## src/hw/rtl/tbmm_fifo.sv

```systemverilog
// Two-entry queue used between front and back and on the result side.
// Depends on nothing but its width parameter.
module tbmm_fifo #(
    parameter int unsigned W = 8
) (
    input  logic         i_clk,
    input  logic         i_rst_n,
    input  logic         i_push,
    input  logic [W-1:0] i_din,
    output logic         o_full,
    input  logic         i_pop,
    output logic [W-1:0] o_dout,
    output logic         o_empty
);
    logic [W-1:0] r_mem [2];
    logic         r_wp, r_rp;
    logic [1:0]   r_cnt;
    logic         w_wr, w_rd;

    assign o_full  = (r_cnt == 2'd2);
    assign o_empty = (r_cnt == 2'd0);
    assign o_dout  = r_mem[r_rp];
    assign w_wr    = i_push && !o_full;
    assign w_rd    = i_pop && !o_empty;

    // Pointers and fill count.
    always_ff @(posedge i_clk) begin
        if (!i_rst_n) begin
            r_wp  <= 1'b0;
            r_rp  <= 1'b0;
            r_cnt <= 2'd0;
        end else begin
            if (w_wr) r_wp <= !r_wp;
            if (w_rd) r_rp <= !r_rp;
            r_cnt <= r_cnt + {1'b0, w_wr} - {1'b0, w_rd};
        end
    end

    // Storage.
    always_ff @(posedge i_clk) begin
        if (w_wr) r_mem[r_wp] <= i_din;
    end
endmodule

```

## config.mk

```make
export PLATFORM = sky130hd
export DESIGN_NAME = tbmm_fifo
export DESIGN_NICKNAME = d
export VERILOG_FILES = /design/src/hw/rtl/tbmm_fifo.sv
export SDC_FILE = /design/constraint.sdc
export NUM_CORES = 1
export LEC_CHECK = 0
export BUFFER_PORTS_ARGS = -buffer_cell sky130_fd_sc_hd__buf_4
export CAP_MARGIN = 20
export CORE_MARGIN = 1
export CORE_UTILIZATION = 44
export DETAILED_ROUTE_END_ITERATION = 8
export PLACE_DENSITY = 0.71
export SYNTH_ARGS = -nofsm -noshare
export SYNTH_HDL_FRONTEND = slang
export SYNTH_SLANG_ARGS = --single-unit
```

## constraint.sdc

```tcl
create_clock -name i_clk -period 1.52 [get_ports i_clk]
set_input_delay 0.228 -clock i_clk [delete_from_list [all_inputs] [get_ports i_clk]]
set_output_delay 0.228 -clock i_clk [all_outputs]
set_load 0.03 [all_outputs]
```

# == Word-level counts from Yosys, hierarchy flattened ==
# Memory sizes are Yosys's and may differ from the RTL's. A register that Yosys moved wholly into a read port is not among the register bits.
# Index checks and enable logic that the tools add are counted.
# word_totals
wordCells,18
output_inout_bits,10
ram_bits,16
ff_bits,4
mem_count,1
# op_classes
add_sub_neg,2
reduce_logical,7
n_eq_ne,1
muxes,4
# mem_list
memory,depth,width,read_ports,rd_clocked_by_memory_dff,wr,line_no,source
r_mem,2,8,1,1,1,15,logic [W-1:0] r_mem [2];
# op_table
op,count
$logic_not 1->1,4
$mux 1,4
$add 2x1->2,1
$eq 2x2->1 const B,1
$logic_and 1x1->1,2
$logic_not 2->1,1
$sub 2x1->2,1

# == Longest topological paths before layout ==
# Gate-level depths: netlist of the first run.
# depth
ltp_word,5
mapped_depth,8

# == Worst setup path before layout of the first run ==
# OpenSTA, ideal clock, no wires.
# synth_timing
kind,flip-flop to flip-flop
from,reg r_cnt[0]
to,reg r_cnt[1]
path_stages_with_launch,9
n_path_buf,0
setup_slack_ps,-25
period_less_slack_ps,1545
arrival_time_ps,1467
t_required_ps,1442
path_cell_list,dfxtp_1 nand2b_1 nand2_1 ha_1 inv_1 ha_1 xor2_1 and2_2 nor3_1
# synth_via
elab_chain_len,5
word_cells_on_any_way,8
classes_between,2 x add/sub; 1 x eq/ne; 5 x reduce/logical
# synth_lines
element,line_no,source
from (decl),17,logic [1:0] r_cnt;
from (signal assigned),35,"r_cnt <= r_cnt + {1'b0, w_wr} - {1'b0, w_rd};"
$eq 2x2->1,20,assign o_full = (r_cnt == 2'd2);
$logic_not 1->1,23,assign w_wr = i_push && !o_full;
$logic_and 1x1->1,23,
$add 2x1->2,35,
$sub 2x1->2 (*),35,
# Every way passes the cells marked *; elsewhere a longest branch is shown, timed or not.
# A chain may end at the register's enable or synchronous reset.

# == Final worst setup path of the first run ==
# layout_timing
from,reg r_cnt[1]
to,reg r_cnt[1]
# layout_via
word_cells_on_any_way,8
classes_between,2 x add/sub; 1 x eq/ne; 5 x reduce/logical
# layout_lines
element,line_no,source
$logic_not 2->1,21,assign o_empty = (r_cnt == 2'd0);
$logic_not 1->1,24,assign w_rd = i_pop && !o_empty;
$logic_and 1x1->1,24,
via w_rd,18,"logic w_wr, w_rd;"
$sub 2x1->2,35,
# The timed path passes the listed nets, and every way through them passes these cells.

==> results.sh, run 1 <==
export IMPL_criticalPathCategory="reg2reg"
export IMPL_first_global_vias=520
export IMPL_clockBufferDepth=2
export IMPL_dieWidth_um=45.0
export IMPL_clk_pin_slew_worst_paths_ps=100
export IMPL_layout_drive_gt1_share_pct=63.5
export IMPL_crit_family="adder cells"
export IMPL_peakVddDrop_mv=1.01
export IMPL_drc=0
export IMPL_max_cap_violations=0
export IMPL_die_area_um2=2020
export IMPL_clock_skew_ps=1.64
export IMPL_tightest_slew_ps=389
export IMPL_timing_rr_end="r_cnt[1]$_SDFF_PN0_"
export IMPL_routedWlPerCell_um=13.5
export IMPL_status="finished clean"
export IMPL_setup_violations=0
export IMPL_fmax_mhz=662
export IMPL_multi_input_area_um2=278
export IMPL_die_y_um=45.0
export IMPL_final_max_slew_viol_count=0
export IMPL_rsz0062_at_grt="yes"
export IMPL_grt_remaining_overflow=0
export IMPL_clk_latency_ps=290
export IMPL_num_io_pins=22
export IMPL_grt_pass1_wl_um=2150
export IMPL_cpPeakStageDelay_ps=380
export IMPL_drtPass1Iterations=4
export IMPL_cp_num_buf_inv=1
export IMPL_routed_wl_um=1480
export IMPL_utilization_pct=67.2
export IMPL_avgViaCountPerCell=4.68
export IMPL_synth_most_common_cell="edfxtp_1"
export IMPL_place_congestion=0.660
export IMPL_critPathMostFrequentCell="ha_4"
export IMPL_core_area_um2=1730
export IMPL_synth_top_area_cell="edfxtp_1"
export IMPL_postCtsHoldBufs=0
export IMPL_hold_path_startpoint="i_din[2]"
export IMPL_period_minus_slack_ps=1510
export IMPL_htree_levels=1
export IMPL_grt_usage_pct=16.0
export IMPL_numPortBuffers=21
export IMPL_synth_area_um2=812
export IMPL_via_count=515
export IMPL_rows=15
export IMPL_cpMaxStageDelayCell="dfxtp_4"
export IMPL_grt_max_degree=12
export IMPL_finalCritPeriodShare_pct=99.4
export IMPL_regArea_um2=589
export IMPL_ys_seq_area_share_pct=71.5
export IMPL_async_flop_share_pct=0
export IMPL_nets=100
export IMPL_dpl_hpwl_um=973
export IMPL_antenna_left=0
export IMPL_antenna_found_initial=0
export IMPL_cts_made_buffers=3
export IMPL_hold_viol=0
export IMPL_synth_warnings=0
export IMPL_synth_area_top_cells="edfxtp_1, dfxtp_1, mux2_2"
export IMPL_start_kind="flip-flop"
export IMPL_hold_end="r_mem[1][2]$_DFFE_PP_"
export IMPL_synth_edf_count=16
export IMPL_tns_ps=0
export IMPL_avgSynthCellArea_um2=15.6
export IMPL_slew_headroom_pct=74.1
export IMPL_first_iter_violations=15
export IMPL_synth_common_cells="edfxtp_1, mux2_2, dfxtp_1, nor2_1, inv_1"
export IMPL_yosys_most_used_dff="edfxtp_1"
export IMPL_antenna_cells=0
export IMPL_cp_end_kind="flip-flop"
export IMPL_synth_top_area_share_pct=59.2
export IMPL_area_delta_synth_final_pct=43.0
export IMPL_synth_nets=66
export IMPL_cp_depth=7
export IMPL_r2r_cells=7
export IMPL_fillers=142
export IMPL_required_ps=1710
export IMPL_cts_sinks=21
export IMPL_cts_root_buf="clkbuf_4"
export IMPL_r2r_start="r_cnt[1]$_SDFF_PN0_"
export IMPL_cts_tree="yes"
export IMPL_path_max_fanout=3
export IMPL_start_util_pct=47.0
export IMPL_hold_class="in2reg"
export IMPL_hold_path_depth=1
export IMPL_synth_seq_cells=21
export IMPL_holdWs_ps=117
export IMPL_power_density_nw_per_um2=1790
export IMPL_crit_arrival_ps=1700
export IMPL_synthesis_instances=52
export IMPL_worstPathCellList="o21a_4, ha_4, inv_2, ha_4, xor2_2, and2_4, nor3_2"
export IMPL_power_leakage_nw=0.475
export IMPL_synth_cell_types=17
export IMPL_regToRegSetupSlack_ps=9
## worst max path at each step
stage | startpoint | to
after floorplan | r_cnt[1]$_SDFF_PN0_ | r_cnt[1]$_SDFF_PN0_
after global placement | r_cnt[0]$_SDFF_PN0_ | r_cnt[1]$_SDFF_PN0_
after detailed placement | r_cnt[1]$_SDFF_PN0_ | r_cnt[1]$_SDFF_PN0_
after CTS | r_cnt[0]$_SDFF_PN0_ | r_cnt[1]$_SDFF_PN0_
after global routing | r_cnt[0]$_SDFF_PN0_ | r_cnt[1]$_SDFF_PN0_
final | r_cnt[1]$_SDFF_PN0_ | r_cnt[1]$_SDFF_PN0_
## power breakdown
group / leakage, nW / internal (W) / switching (W)
combinational: 0.268 / 0.000481 / 0.000495
sequential: 0.192 / 0.000767 / 0.0000875
clock: 0.0150 / 0.000102 / 0.000149
## flip-flops by register name (all words and copies together), names as in the netlist, named ones only
name   cells
r_cnt      2
r_mem     16
r_rp       1
r_wp       1
## per-stage QoR
stage | setup WS (ps) | total power (W) | instances | area (µm²)
after detailed placement | -49.2 | 0.00166 | 102 | 1040
final | 8.63 | 0.00208 | 110 | 1160
after floorplan | 6.60 | 0.00135 | 52 | 822
after global routing | -28.8 | 0.00219 | 110 | 1160
after CTS | 2.32 | 0.00200 | 107 | 1120
after global placement | 9.35 | 0.00163 | 102 | 1040
## cell type report
type                    instances  area share, %
well taps                      25           2.69
inverters                       3          0.970
repair buffers                 30           19.4
clock buffers                   4           2.26
multi-input cells              27           23.9
flip-flops and latches         21           50.8
## layout by cell type (no fill, tap or decap), types with 2 or more instances in the layout
master / instances
nor2_1: 4
mux2_2: 8
inv_1: 2
dfxtp_1: 2
edfxtp_1: 16
clkbuf_4: 3
ha_4: 2
dfxtp_4: 2
buf_4: 30
## layer usage
metal,up-vias,global-route usage (%),part of all wire [%]
met2,14,30.1,58
met3,2,4.40,5.0
met4,0,9.09,0.81
met5,-,0,0
li1,248,-,-
met1,251,15.2,36
## kinds of logic (layout without fill, tap and decap cells)
group           count (synthesis)  count (layout)  synth area share (%)
flops                          21              21                  71.5
simple gates                   13              13                  7.86
buf+inv                         4              37                  2.00
xor+xnor                        2               2                  2.16
compound gates                  1               1                  1.08
mux                             9               9                  12.3
fa+ha+maj                       2               2                  3.08
## what timing repair did
item,4_1_cts,5_1_grt
gates resized for setup,10,4
endpoints found under the setup margin,9,1
pin swaps,3,4
setup buffers,1,3
Note: power is estimated with default switching activity, not from simulation.
==> run 2: changes to the inputs <==
--- a/config.mk
+++ b/config.mk
@@ -10,6 +10,7 @@
 export CORE_MARGIN = 1
 export CORE_UTILIZATION = 44
 export DETAILED_ROUTE_END_ITERATION = 8
+export GPL_TIMING_DRIVEN = 0
 export PLACE_DENSITY = 0.71
 export SYNTH_ARGS = -nofsm -noshare
 export SYNTH_HDL_FRONTEND = slang
==> constraint.sdc (replaced) <==
create_clock -name i_clk -period 1.3 [get_ports i_clk]
set_input_delay 0.195 -clock i_clk [delete_from_list [all_inputs] [get_ports i_clk]]
set_output_delay 0.195 -clock i_clk [all_outputs]
set_load 0.03 [all_outputs]
==> results.sh, run 2 (synthesis results as in run 1) <==
export IMPL_grt_usage_pct=14.4
export IMPL_dpl_hpwl_um=864
export IMPL_routed_wl_um=1320
export IMPL_fmax_mhz=672
export IMPL_final_cells=108
export IMPL_rows=15
export IMPL_p_int_w=0.00171
export IMPL_dieWidth_um=45.0
export IMPL_holdWs_ps=74.6
export IMPL_clock_skew_ps=1.87
export IMPL_clock_power_share_pct=11.6
export IMPL_cpPeakStageDelay_ps=400
export IMPL_avgViaCountPerCell=4.55
export IMPL_routedWlPerCell_um=12.2
export IMPL_hold_viol=0
export IMPL_start_util_pct=47.0
export IMPL_switching_share_pct=34.4
export IMPL_power_leakage_nw=0.510
export IMPL_numPortBuffers=21
export IMPL_pwr_share_seq_pct=37.5
export IMPL_grt_max_degree=13
export IMPL_antenna_cells=0
export IMPL_criticalPathCategory="reg2reg"
export IMPL_first_iter_violations=6
export IMPL_crit_arrival_ps=1720
export IMPL_switching_power_w=0.000900
export IMPL_first_global_vias=455
export IMPL_layout_setup_ws_ps=-189
export IMPL_power_density_nw_per_um2=2110
export IMPL_slew_headroom_pct=82.9
export IMPL_reg_largest_list="r_mem (16), r_cnt (2)"
export IMPL_cts_tree="yes"
export IMPL_die_y_um=45.0
export IMPL_clockBufferDepth=2
export IMPL_drc=0
export IMPL_start_kind="flip-flop"
export IMPL_core_area_um2=1730
export IMPL_tns_ps=-2050
export IMPL_antenna_left=0
export IMPL_postCtsHoldBufs=0
export IMPL_hold_class="in2reg"
export IMPL_rsz0062_at_grt="yes"
export IMPL_antenna_found_initial=0
export IMPL_finalCritPeriodShare_pct=115
export IMPL_cpMaxStageDelayCell="dfxtp_4"
export IMPL_largest_reg_flops=16
export IMPL_comb_power_share_pct=50.9
export IMPL_area_delta_synth_final_pct=52.5
export IMPL_critPathMostFrequentCell="ha_4"
export IMPL_final_max_slew_viol_count=0
export IMPL_clk_pin_slew_worst_paths_ps=110
export IMPL_peakVddDrop_mv=1.30
export IMPL_grt_remaining_overflow=0
export IMPL_grt_pass1_wl_um=1950
export IMPL_worstPathCellList="nand2b_4, nand2_4, ha_4, inv_2, ha_4, xor2_2, and2_4, nor3_2"
export IMPL_period_minus_slack_ps=1490
export IMPL_layout_drive_gt1_share_pct=67.5
export IMPL_cts_root_buf="clkbuf_4"
export IMPL_num_io_pins=22
export IMPL_tightest_slew_ps=256
export IMPL_max_cap_violations=0
export IMPL_crit_family="simple AND/OR/NAND/NOR gates"
export IMPL_dp_slack_ps=-273
export IMPL_status="complete, but fails checks"
export IMPL_place_congestion=0.702
export IMPL_setup_violations=19
export IMPL_required_ps=1530
export IMPL_cp_end_kind="flip-flop"
export IMPL_top_register="r_mem"
export IMPL_path_max_fanout=4
export IMPL_violations="setup timing"
export IMPL_die_area_um2=2020
export IMPL_clk_latency_ps=290
export IMPL_power_w=0.00261
export IMPL_drtPass1Iterations=4
export IMPL_cts_sinks=21
export IMPL_mostFrequentLayoutCells="buf_4, edfxtp_1, buf_6"
export IMPL_cts_made_buffers=3
export IMPL_via_count=491
export IMPL_place_inst=98
export IMPL_nets=98
export IMPL_htree_levels=1
export IMPL_cp_num_buf_inv=1
run 2: cell count changes in the layout (fill, tap and decap cells not counted), moves of 8 or more:
cell and change:
buf_4 -14, mux2_2 -8, buf_6 +11, mux2_4 +8
run 2: path summary, 6_finish.rpt:
| check | start | endpoint | slack (ps) | depth (start not counted) |
|---|---|---|---|---|
| max | r_cnt[0]$_SDFF_PN0_ | r_cnt[1]$_SDFF_PN0_ | -190 | 8 |
| min reg2reg | r_wp$_SDFFE_PN0P_ | r_wp$_SDFFE_PN0P_ | 530 | 2 |
| min | i_din[1] | r_mem[0][1]$_DFFE_PP_ | 70 | 1 |
| max reg2reg | r_cnt[0]$_SDFF_PN0_ | r_cnt[1]$_SDFF_PN0_ | -190 | 8 |
run 2: power groups by stage:
stage / combinational (W) / clock [W] / sequential, W
final: 0.00133 / 0.000304 / 0.000979
after detailed placement: 0.000960 / 0 / 0.000971
after global placement: 0.000936 / 0 / 0.000965
after floorplan: 0.000679 / 0 / 0.000955
after CTS: 0.00129 / 0.000312 / 0.000981
after global routing: 0.00142 / 0.000341 / 0.000995
run 2: area by class of cell:
type	count	area, µm²
timing repair buffer	27	244
clock buffer	3	22.5
fill	130	488
tap	25	31.3
multi-input combinational	27	320
buffer	1	15.0
clock inverter	1	5.00
inverter	3	11.3
sequential	21	589
run 2: timing repair:
item / CTS / global route
pin swaps: 6 / 1
setup endpoints to repair: 26 / 28
setup buffers: 4 / 2
resized for setup: 31 / 3
run 2: per-stage QoR:
stage | cell area, µm² | util [%]
2_1_floorplan | 852 | -
3_3_place_gp | 1040 | 60.3
3_5_place_dp | 1040 | 60.3
4_1_cts | 1210 | 70.2
5_1_grt | 1240 | 71.7
6_report | 1240 | 71.7
run 2: routing by layer:
metal	global-route usage, %	up-vias	share of wire, %
met3	4.40	2	5.1
met5	0	-	0
met4	7.27	0	0.38
met2	26.1	14	54
li1	-	244	-
met1	14.9	231	41
