==> src/hw/rtl/tbmm_pkg.sv <==
// Shared types and constants of the time-bucket min/max aggregator.
// No dependencies; tbmm_front, tbmm_back and the top level import this package.
package tbmm_pkg;

    localparam int unsigned HISTORY_DEPTH_DEF = 60;
    localparam int unsigned TIME_W  = 32;
    localparam int unsigned VAL_W   = 32;
    localparam int unsigned SUM_W   = 48;
    localparam int unsigned CNT_W   = 16;
    localparam int unsigned BW_W    = 17;
    localparam int unsigned OLD_W   = 34;
    localparam logic [BW_W-1:0] BW_RESET = 17'd60;

    localparam logic OP_ADD  = 1'b0;
    localparam logic OP_READ = 1'b1;

    localparam logic [2:0] ADDR_WIDTH_REG = 3'd0;

    // Classified item passed from the front to the back.
    typedef struct packed {
        logic              op;
        logic [TIME_W-1:0] start;
        logic [VAL_W-1:0]  value;
    } t_cmd;

    // One bucket as kept in the ring.
    typedef struct packed {
        logic [TIME_W-1:0] start;
        logic [SUM_W-1:0]  sum;
        logic [VAL_W-1:0]  min;
        logic [VAL_W-1:0]  max;
        logic [CNT_W-1:0]  count;
    } t_bucket;

    // One result item.
    typedef struct packed {
        t_bucket b;
        logic    is_open;
        logic    valid;
        logic    last;
    } t_res;

    typedef enum logic [1:0] {
        F_IDLE,
        F_DIV,
        F_PUSH
    } t_fstate;

    typedef enum logic [2:0] {
        B_IDLE,
        B_ADD,
        B_REQ,
        B_CHK,
        B_OPEN,
        B_FLUSH
    } t_bstate;

endpackage

==> src/hw/rtl/tbmm_front.sv <==
// Front part: accepts items and finds the bucket start by a serial remainder.
// Depends on tbmm_pkg.
module tbmm_front (
    input  logic                      i_clk,
    input  logic                      i_rst_n,
    input  logic [tbmm_pkg::BW_W-1:0] i_width,
    input  logic                      i_push,
    output logic                      o_full,
    input  logic                      i_operation,
    input  logic [31:0]               i_time_sec,
    input  logic signed [31:0]        i_sample_value,
    output logic                      o_cmd_push,
    output tbmm_pkg::t_cmd            o_cmd,
    input  logic                      i_cmd_full
);
    import tbmm_pkg::*;

    t_fstate         r_state, n_state;
    logic [4:0]      r_cnt;
    logic [TIME_W-1:0] r_t, r_dvd;
    logic [BW_W-1:0] r_rem;
    logic            r_op;
    logic [VAL_W-1:0] r_val;
    logic [BW_W:0]   w_rem_sh;
    logic            w_ge;

    // One restoring step per cycle.
    assign w_rem_sh = {r_rem, r_dvd[TIME_W-1]};
    assign w_ge     = (w_rem_sh >= {1'b0, i_width});

    // Next state.
    always_comb begin
        n_state = r_state;
        unique case (r_state)
            F_IDLE: if (i_push) n_state = F_DIV;
            F_DIV:  if (r_cnt == 5'd31) n_state = F_PUSH;
            F_PUSH: if (!i_cmd_full) n_state = F_IDLE;
            default: n_state = F_IDLE;
        endcase
    end

    // Outputs.
    always_comb begin
        o_full     = (r_state != F_IDLE);
        o_cmd_push = (r_state == F_PUSH);
        o_cmd.op    = r_op;
        o_cmd.start = r_t - {{(TIME_W-BW_W){1'b0}}, r_rem};
        o_cmd.value = r_val;
    end

    always_ff @(posedge i_clk) begin
        if (!i_rst_n) begin
            r_state <= F_IDLE;
            r_cnt   <= 5'd0;
        end else begin
            r_state <= n_state;
            if (r_state == F_DIV) r_cnt <= r_cnt + 5'd1;
            else r_cnt <= 5'd0;
        end
    end

    // Divider datapath.
    always_ff @(posedge i_clk) begin
        if (r_state == F_IDLE && i_push) begin
            r_t   <= i_time_sec;
            r_dvd <= i_time_sec;
            r_rem <= '0;
            r_op  <= i_operation;
            r_val <= i_sample_value;
        end else if (r_state == F_DIV) begin
            r_dvd <= {r_dvd[TIME_W-2:0], 1'b0};
            r_rem <= w_ge ? BW_W'(w_rem_sh - {1'b0, i_width}) : w_rem_sh[BW_W-1:0];
        end
    end
endmodule

==> config.mk <==
export PLATFORM = sky130hd
export DESIGN_NAME = tbmm_front
export DESIGN_NICKNAME = d
export VERILOG_FILES = /design/src/hw/rtl/tbmm_pkg.sv /design/src/hw/rtl/tbmm_front.sv
export SDC_FILE = /design/constraint.sdc
export NUM_CORES = 1
export LEC_CHECK = 0
export ABC_AREA = 1
export BUFFER_PORTS_ARGS = -buffer_cell sky130_fd_sc_hd__buf_4
export CAP_MARGIN = 20
export CORE_UTILIZATION = 43
export CTS_CLUSTER_DIAMETER = 150
export DETAILED_ROUTE_END_ITERATION = 10
export GPL_TIMING_DRIVEN = 1
export PLACE_DENSITY = 0.65
export SLEW_MARGIN = 20
export SYNTH_ARGS = -nofsm -noshare
export SYNTH_HDL_FRONTEND = slang
export SYNTH_SLANG_ARGS = --single-unit
==> constraint.sdc <==
create_clock -name i_clk -period 3.6 [get_ports i_clk]
set_input_delay 0.18 -clock i_clk [delete_from_list [all_inputs] [get_ports i_clk]]
set_output_delay 0.18 -clock i_clk [all_outputs]
set_load 0.02 [all_outputs]
---- Word level (Yosys, flattened, before mapping) ----
Index checks and enable logic that the tools add are counted.
storage, ports and cells
  bits in registers ....................... 121
  word-level logic and storage cells ...... 30
cells by class
  add/sub/neg operators ................... 3
  magnitude comparators ................... 1
  equal/unequal tests ..................... 6
  multiplexer cells ....................... 7
  reduce and logical (&&, ||, !) cells .... 6
operators by type and width
  operator             number
  $mux 32              2
  $sub 32x17->32       1
  $ge 18x17->1         1
  $mux 17              1
  $sub 17x17->17       1
  $mux 2               3
  $ne 2x2->1 const B   3
  $pmux 2 s3           1
  $add 5x1->5 const B  1
  $eq 5x5->1 const B   1
  $reduce_bool 2->1    2
  $reduce_and 3->1     1
  $eq 2x1->1 const B   1
  $eq 2x2->1 const B   1
  $logic_not 2->1      1
  $reduce_and 2->1     1
  $logic_and 1x1->1    1

---- Longest topological paths before layout ----
Gate-level depths: netlist of the first run.
  word-level depth ........................ 3
  depth in mapped cells ................... 14
  depth with buffers taken out ............ 14

---- Least setup slack after synthesis of the first run ----
No wires, ideal clock.
  path kind ............................... reg-to-reg
  from .................................... reg r_state[1]
  to ...................................... reg r_op, enable pin
  setup time .............................. 0.454 ns
  data arrival time ....................... 2.684 ns
  slack ................................... 0.461 ns
  cell stages (with the launch flop) ...... 5
  buffers on the path ..................... 1
  period minus slack after synthesis ...... 3.139 ns
  cells stage by stage .................... dfxtp_1 > nor2_1 > nand2_1 > inv_1 > buf_1
on the way
  longest elaborated chain between the ends .. 2
RTL lines
  item                    line              RTL
  from (decl)             tbmm_front.sv:18  t_fstate r_state, n_state;
  from (signal assigned)  tbmm_front.sv:56  r_state <= n_state;
  $logic_not 2->1         tbmm_front.sv:64  if (r_state == F_IDLE && i_push) begin
  $logic_and 1x1->1       tbmm_front.sv:64
  to (signal assigned)    tbmm_front.sv:68  r_op <= i_operation;
  to (decl)               tbmm_front.sv:22  logic r_op;
Every way passes these cells.
A chain may end at the register's enable or synchronous reset.

==> results of run 1 <==
stage by stage:
step | instances | hold slack, ns | setup WS, ns
5_1_grt | 1372 | 0.0269 | 0.568
3_5_place_dp | 1275 | 0.359 | 1.06
3_3_place_gp | 1275 | 0.358 | 1.17
2_1_floorplan | 914 | 0.279 | 0.461
4_1_cts | 1372 | 0.00242 | 0.758
6_report | 1372 | 0.0150 | 0.784
cell type report:
cell class                      count  area (µm²)  share of cell area
Sequential cell                   121        3390               0.345
Multi-Input combinational cell    646        3230               0.329
Timing Repair Buffer              223        1850               0.188
Inverter                          135         508              0.0517
Clock buffer                       17         425              0.0433
Tap cell                          216         270              0.0275
Clock inverter                     14         149              0.0152
worst reg2reg max path, delay by kind of cell (launching register included):
family                 cells  cell delay (ns)
buffers and inverters      3             0.98
AND/OR/NAND/NOR            3             0.93
flip-flops                 1             0.37
cell usage after synthesis (all sizes together):
cell type / instances / area share
a211oi: 1 / 0.0010
a21o: 3 / 0.0031
a21oi: 26 / 0.018
and2: 2 / 0.0017
buf: 7 / 0.0082
clkbuf: 5 / 0.0026
dfxtp: 24 / 0.067
edfxtp: 97 / 0.40
fa: 2 / 0.0056
ha: 36 / 0.063
inv: 135 / 0.070
nand2: 356 / 0.19
nand3: 73 / 0.053
nand3b: 5 / 0.0052
nand4: 8 / 0.0069
nor2: 78 / 0.045
nor3: 6 / 0.0057
nor3b: 1 / 0.0010
nor4: 3 / 0.0026
o21a: 2 / 0.0021
o21ai: 17 / 0.012
o21bai: 3 / 0.0031
or2: 2 / 0.0017
xnor2: 8 / 0.0097
xor2: 14 / 0.017
power by group through the flow:
stage / Sequential, mW / Combinational, mW / Clock, mW
final: 1.88 / 2.90 / 1.65
after global routing: 1.91 / 3.23 / 1.74
after CTS: 1.88 / 2.90 / 1.67
after detailed placement: 1.90 / 2.83 / 0
after global placement: 1.90 / 2.82 / 0
after floorplan: 1.90 / 1.94 / 0
state kept, by name, summed over array words and instances, names as in the netlist:
signal,count
r_cnt,5
r_state,2
r_rem,17
r_val,32
r_dvd,32
r_op,1
r_t,32
how the worst max path moves through the flow:
stage	slack (ns)	to	cells past startpoint	from
after CTS	0.76	o_cmd[50]	14	r_rem[0]
after global routing	0.57	o_cmd[60]	14	r_rem[0]
after detailed placement	1.06	r_dvd[22]	6	r_state[1]
after floorplan	0.46	r_op	4	r_state[1]
after global placement	1.17	r_dvd[20]	6	r_state[1]
final	0.78	o_cmd[50]	14	r_rem[0]
layer usage:
metal | vias up | wire [µm] | GRT usage
li1 | 3399 | - | -
met1 | 2941 | 8570 | 0.277
met2 | 177 | 8810 | 0.383
met3 | 30 | 1070 | 0.0652
met4 | 0 | 448 | 0.0937
met5 | - | 0 | 0
logic make-up after synthesis:
logic type,Yosys count,synth area share
and+or+nand+nor,534,0.314
buffers and inverters,147,0.0811
DFF,121,0.471
AOI/OAI and AO/OA,52,0.0392
adders and majority gates,38,0.0681
xor gates and xnor gates,22,0.0267
==> results.yml, run 1 <==
run_status:
  outcome: "completed"
worst_setup_path:
  cp-start-kind: "flip-flop"
  max_stage_delay_ns: 0.41
  end_kind: "primary output"
  cp_slowest_cell: "fa_1"
  worstReg2RegEnd: "r_dvd[20]"
  critical_path_required_ns: 3.42
  crit_fanout: 4
  path_common_cell: "nand2_1"
  r2r_setup_slack_ns: 1.07
  cp.arrival_ns: 2.64
  setup.worst_path.class: "flip-flop to primary output"
  crit_chain: "ha_1, fa_1, inv_1, nand3_1, nand2_1, nand2_1, nand2_1, nand3_1, nand3_1, nand2_1, nand2_1, nand2_1, nand2_1, buf_4"
  timing.rr.start: "r_state[1]"
  cp_num_buf_inv: 2
  critPathTopFamily: "simple AND/OR/NAND/NOR gates"
  r2r_cells: 6
layout:
  final_nets: 1268
  final_util: 0.610
  final_layout_size_suffix_gt1_frac: 0.180
  diodes: 0
  area_growth_pct: 36.4
  fin_area_um2: 9830
  fillers: 1454
  final_cell_mix: "348 x nand2_1, 156 x buf_4, 133 x inv_1, 97 x edfxtp_1, 72 x nor2_1"
  final_common_cell: "nand2_1"
power:
  power_density_nw_per_um2: 654
  clkPwrFrac: 0.257
  swShare: 0.400
  power_frac_seq: 0.293
  leakage_nw: 4.74
  finalPower_mw: 6.43
  ir_drop_v: 0.000370
  comb_power_share: 0.451
  intPower_mw: 3.86
  p_sw_mw: 2.57
clock_network:
  cts-root-buf: "clkbuf_16"
  numCtsBuffers: 17
  cts_resized: 0
  cts_max_level: 4
  hold_buffers: 66
  cts_tree: "yes"
  clkSinkCount: 121
  path_clk_slew_ns: 0.06
  cts_buffer_depth: 2
  clk_latency_ns: 0.42
  postCtsSetupRepairBufs: 0
grt:
  grt-ovfl-total: 0
  grt_pass1_wl_um: 31100
  antenna_found_initial: 0
  grt_usage: 0.229
  grt_pass1_vias: 6515
  grt_start_max_net_pins: 62
drt:
  remaining_drc_errors: 0
  wl_per_cell_um: 13.8
  antenna_left: 0
  wl_um: 18900
  dr_total_vias: 6547
  drt_iter0_markers: 337
  via_per_inst: 4.77
  firstDrtPassIters: 5
timing:
  setup_tns_ns: 0
  fin_crit_sh: 0.782
  fin_worst_skew_ns: 0.00589
  finalSetupViolCount: 0
  tightest_slew_ns: 1.01
  finalMaxSlewViolations: 0
  fmax_mhz: 355
  slew_headroom: 0.325
  finalHoldViolations: 0
  rsz0062_at_grt: "false"
  min_period_ns: 2.82
yosys:
  ys_seq_area_frac: 0.471
  ys_types: 40
  syn_nets: 1038
  postSynthCellCount: 914
  ys_warn_count: 0
  ys_ff_latch: 121
  syn_area_um2: 7210
  synth.avg_cell_area_um2: 7.88
die:
  die-height_um: 131
  core_area_um2: 16100
  fp.dieArea_um2: 17300
  std_cell_rows: 46
  ios: 153
  initial_core_util: 0.447
  die_w_um: 131
hold_path:
  hold_class: "input pin to flip-flop"
  hold_path_depth: 3
  hold_path_end: "r_state[1]"
  min-delay-start: "i_rst_n"
place:
  dpl_cell_area_um2: 8590
  dp_hpwl_um: 13900
  port-buffer-count: 152
  place_congestion: 0.932
run:
  cap_violations: 0
(Power assumes the default switching activity.)
==> run 2, diff against run 1 <==
PLACE_DENSITY = 0.68   (was 0.65)
clock period = 2.35 ns   (was 3.6 ns; I/O delays follow)
==> results.yml, run 2 (synthesis results as in run 1) <==
hold_path:
  hold_path_depth: 5
  min-delay-start: "i_width[0]"
  hold_class: "input pin to flip-flop"
  hold_path_end: "r_rem[0]"
timing:
  fmax_mhz: 400
  tightest_slew_ns: 0.501
  fin_worst_skew_ns: 0.00956
  fin_ws_ns: -0.147
  min_period_ns: 2.50
  worst_hold_slack_ns: 0.207
  finalMaxSlewViolations: 0
  rsz0062_at_grt: "true"
  finalHoldViolations: 0
  slew_headroom: 0.666
  finalSetupViolCount: 14
  fin_crit_sh: 1.06
die:
  core_area_um2: 16100
  die-height_um: 131
  std_cell_rows: 46
  initial_core_util: 0.447
  ios: 153
  die_w_um: 131
  fp.dieArea_um2: 17300
worst_setup_path:
  crit_chain: "ha_4, a21oi_2, o21ai_0, a21oi_2, nand2_4, nand2_2, nand2_1, nand2_1, nand2_2, buf_6"
  end_kind: "primary output"
  cp-start-kind: "flip-flop"
  cp_num_buf_inv: 1
  critical_path_required_ns: 2.23
  cp.depth: 10
  cp_slowest_cell: "edfxtp_1"
  r2r_setup_slack_ns: 0.21
  cp.arrival_ns: 2.38
  worstReg2RegEnd: "r_rem[7]"
  crit_fanout: 4
  setup.worst_path.class: "flip-flop to primary output"
  timing.rr.start: "r_dvd[31]"
  max_stage_delay_ns: 0.44
  r2r_cells: 11
  critPathTopFamily: "compound AO/OA/AOI/OAI gates"
layout:
  fin_area_um2: 11000
  seq_area_um2: 3410
  final_layout_size_suffix_gt1_frac: 0.318
  fillers: 1250
  final_util: 0.680
  final_nets: 1301
  area_growth_pct: 52.0
  final_cell_mix: "293 x nand2_1, 167 x buf_4, 124 x inv_1, 97 x edfxtp_1, 69 x dlygate4sd3_1"
  diodes: 0
  top_regs: "r_dvd (32), r_t (32), r_val (32)"
  final_common_cell: "nand2_1"
  multi_input_area_um2: 3940
power:
  leakage_nw: 5.11
  ir_drop_v: 0.000590
  finalPower_mw: 11.6
  power_density_nw_per_um2: 1060
drt:
  drt_iter0_markers: 506
  wl_per_cell_um: 15.4
  remaining_drc_errors: 0
  firstDrtPassIters: 5
  antenna_left: 0
  via_per_inst: 4.97
  dr_total_vias: 6983
  wl_um: 21700
clock_network:
  cts_max_level: 4
  numCtsBuffers: 17
  clk_latency_ns: 0.42
  path_clk_slew_ns: 0.06
  cts_tree: "yes"
  cts_buffer_depth: 2
  clkSinkCount: 121
  cts-root-buf: "clkbuf_16"
place:
  dp_hpwl_um: 13600
  pre_cts_ws_ns: 0.0946
  dpl_cell_area_um2: 8610
  place_congestion: 0.930
  port-buffer-count: 152
grt:
  grt_usage: 0.245
  grt_pass1_wl_um: 33700
  grt_pass1_vias: 6986
  antenna_found_initial: 0
  grt-ovfl-total: 0
  grt_start_max_net_pins: 97
run:
  cap_violations: 0
run_status:
  outcome: "finished, violations left"
  violations: "negative setup slack"
==> run 2: cell types whose count changed in the layout (fill, tap and decap cells not counted), moves of 12 or more <==
cell,before,now
nand2_1,348,293
nand2_2,6,45
buf_6,0,19
ha_1,36,20
ha_4,0,16
nand2_4,1,17
nor2_1,72,57
dfxtp_1,24,12
==> run 2: area by class of cell <==
cell class                      instances  area share
Clock buffer                           17      0.0388
Clock inverter                         15      0.0203
Inverter                              135      0.0464
Multi-Input combinational cell        646       0.359
Sequential cell                       121       0.312
Tap cell                              216      0.0247
Timing Repair Buffer                  256       0.199
==> run 2: worst max path at each step <==
stage	startpoint	endpoint	slack (ns)
final	r_t[5]	o_cmd[58]	-0.15
after global routing	r_t[9]	o_cmd[54]	-0.24
after CTS	r_t[0]	o_cmd[62]	-0.09
after detailed placement	r_t[0]	o_cmd[50]	0.09
after global placement	r_t[0]	o_cmd[54]	0.16
after floorplan	r_state[1]	r_op	0.15
==> run 2: through the flow <==
| stage | TNS [ns] | std cells |
|---|---|---|
| 2_1_floorplan | 0 | 914 |
| 3_3_place_gp | 0 | 1278 |
| 3_5_place_dp | 0 | 1278 |
| 4_1_cts | -0.660 | 1394 |
| 5_1_grt | -3.13 | 1406 |
| 6_report | -1.36 | 1406 |
==> run 2: report_power, final <==
group          internal (mW)  switching [mW]  total, mW
Combinational           2.38            3.46       5.84
Sequential              2.72           0.214       2.93
Clock                   1.88           0.988       2.87
Total                   6.98            4.66       11.6
==> run 2: worst min-delay path, delay by kind of cell <==
family,cells,cell delay [ns]
fa+ha+maj,1,0.14
simple gates,2,0.12
buf+inv,1,0.08
compound gates,1,0.10
==> run 2: layer usage <==
metal,GRT usage,vias to the layer above,share of wire
li1,-,3447,-
met1,0.292,3202,0.41
met4,0.108,0,0.030
met3,0.0617,51,0.073
met2,0.417,283,0.49
met5,0,-,0
==> run 2: what timing repair did <==
item	CTS	global route
endpoints found under the setup margin	25	25
pin swaps	26	38
setup buffers	15	12
hold endpoints to repair	96	0
hold buffers	69	0
resized for setup	94	101
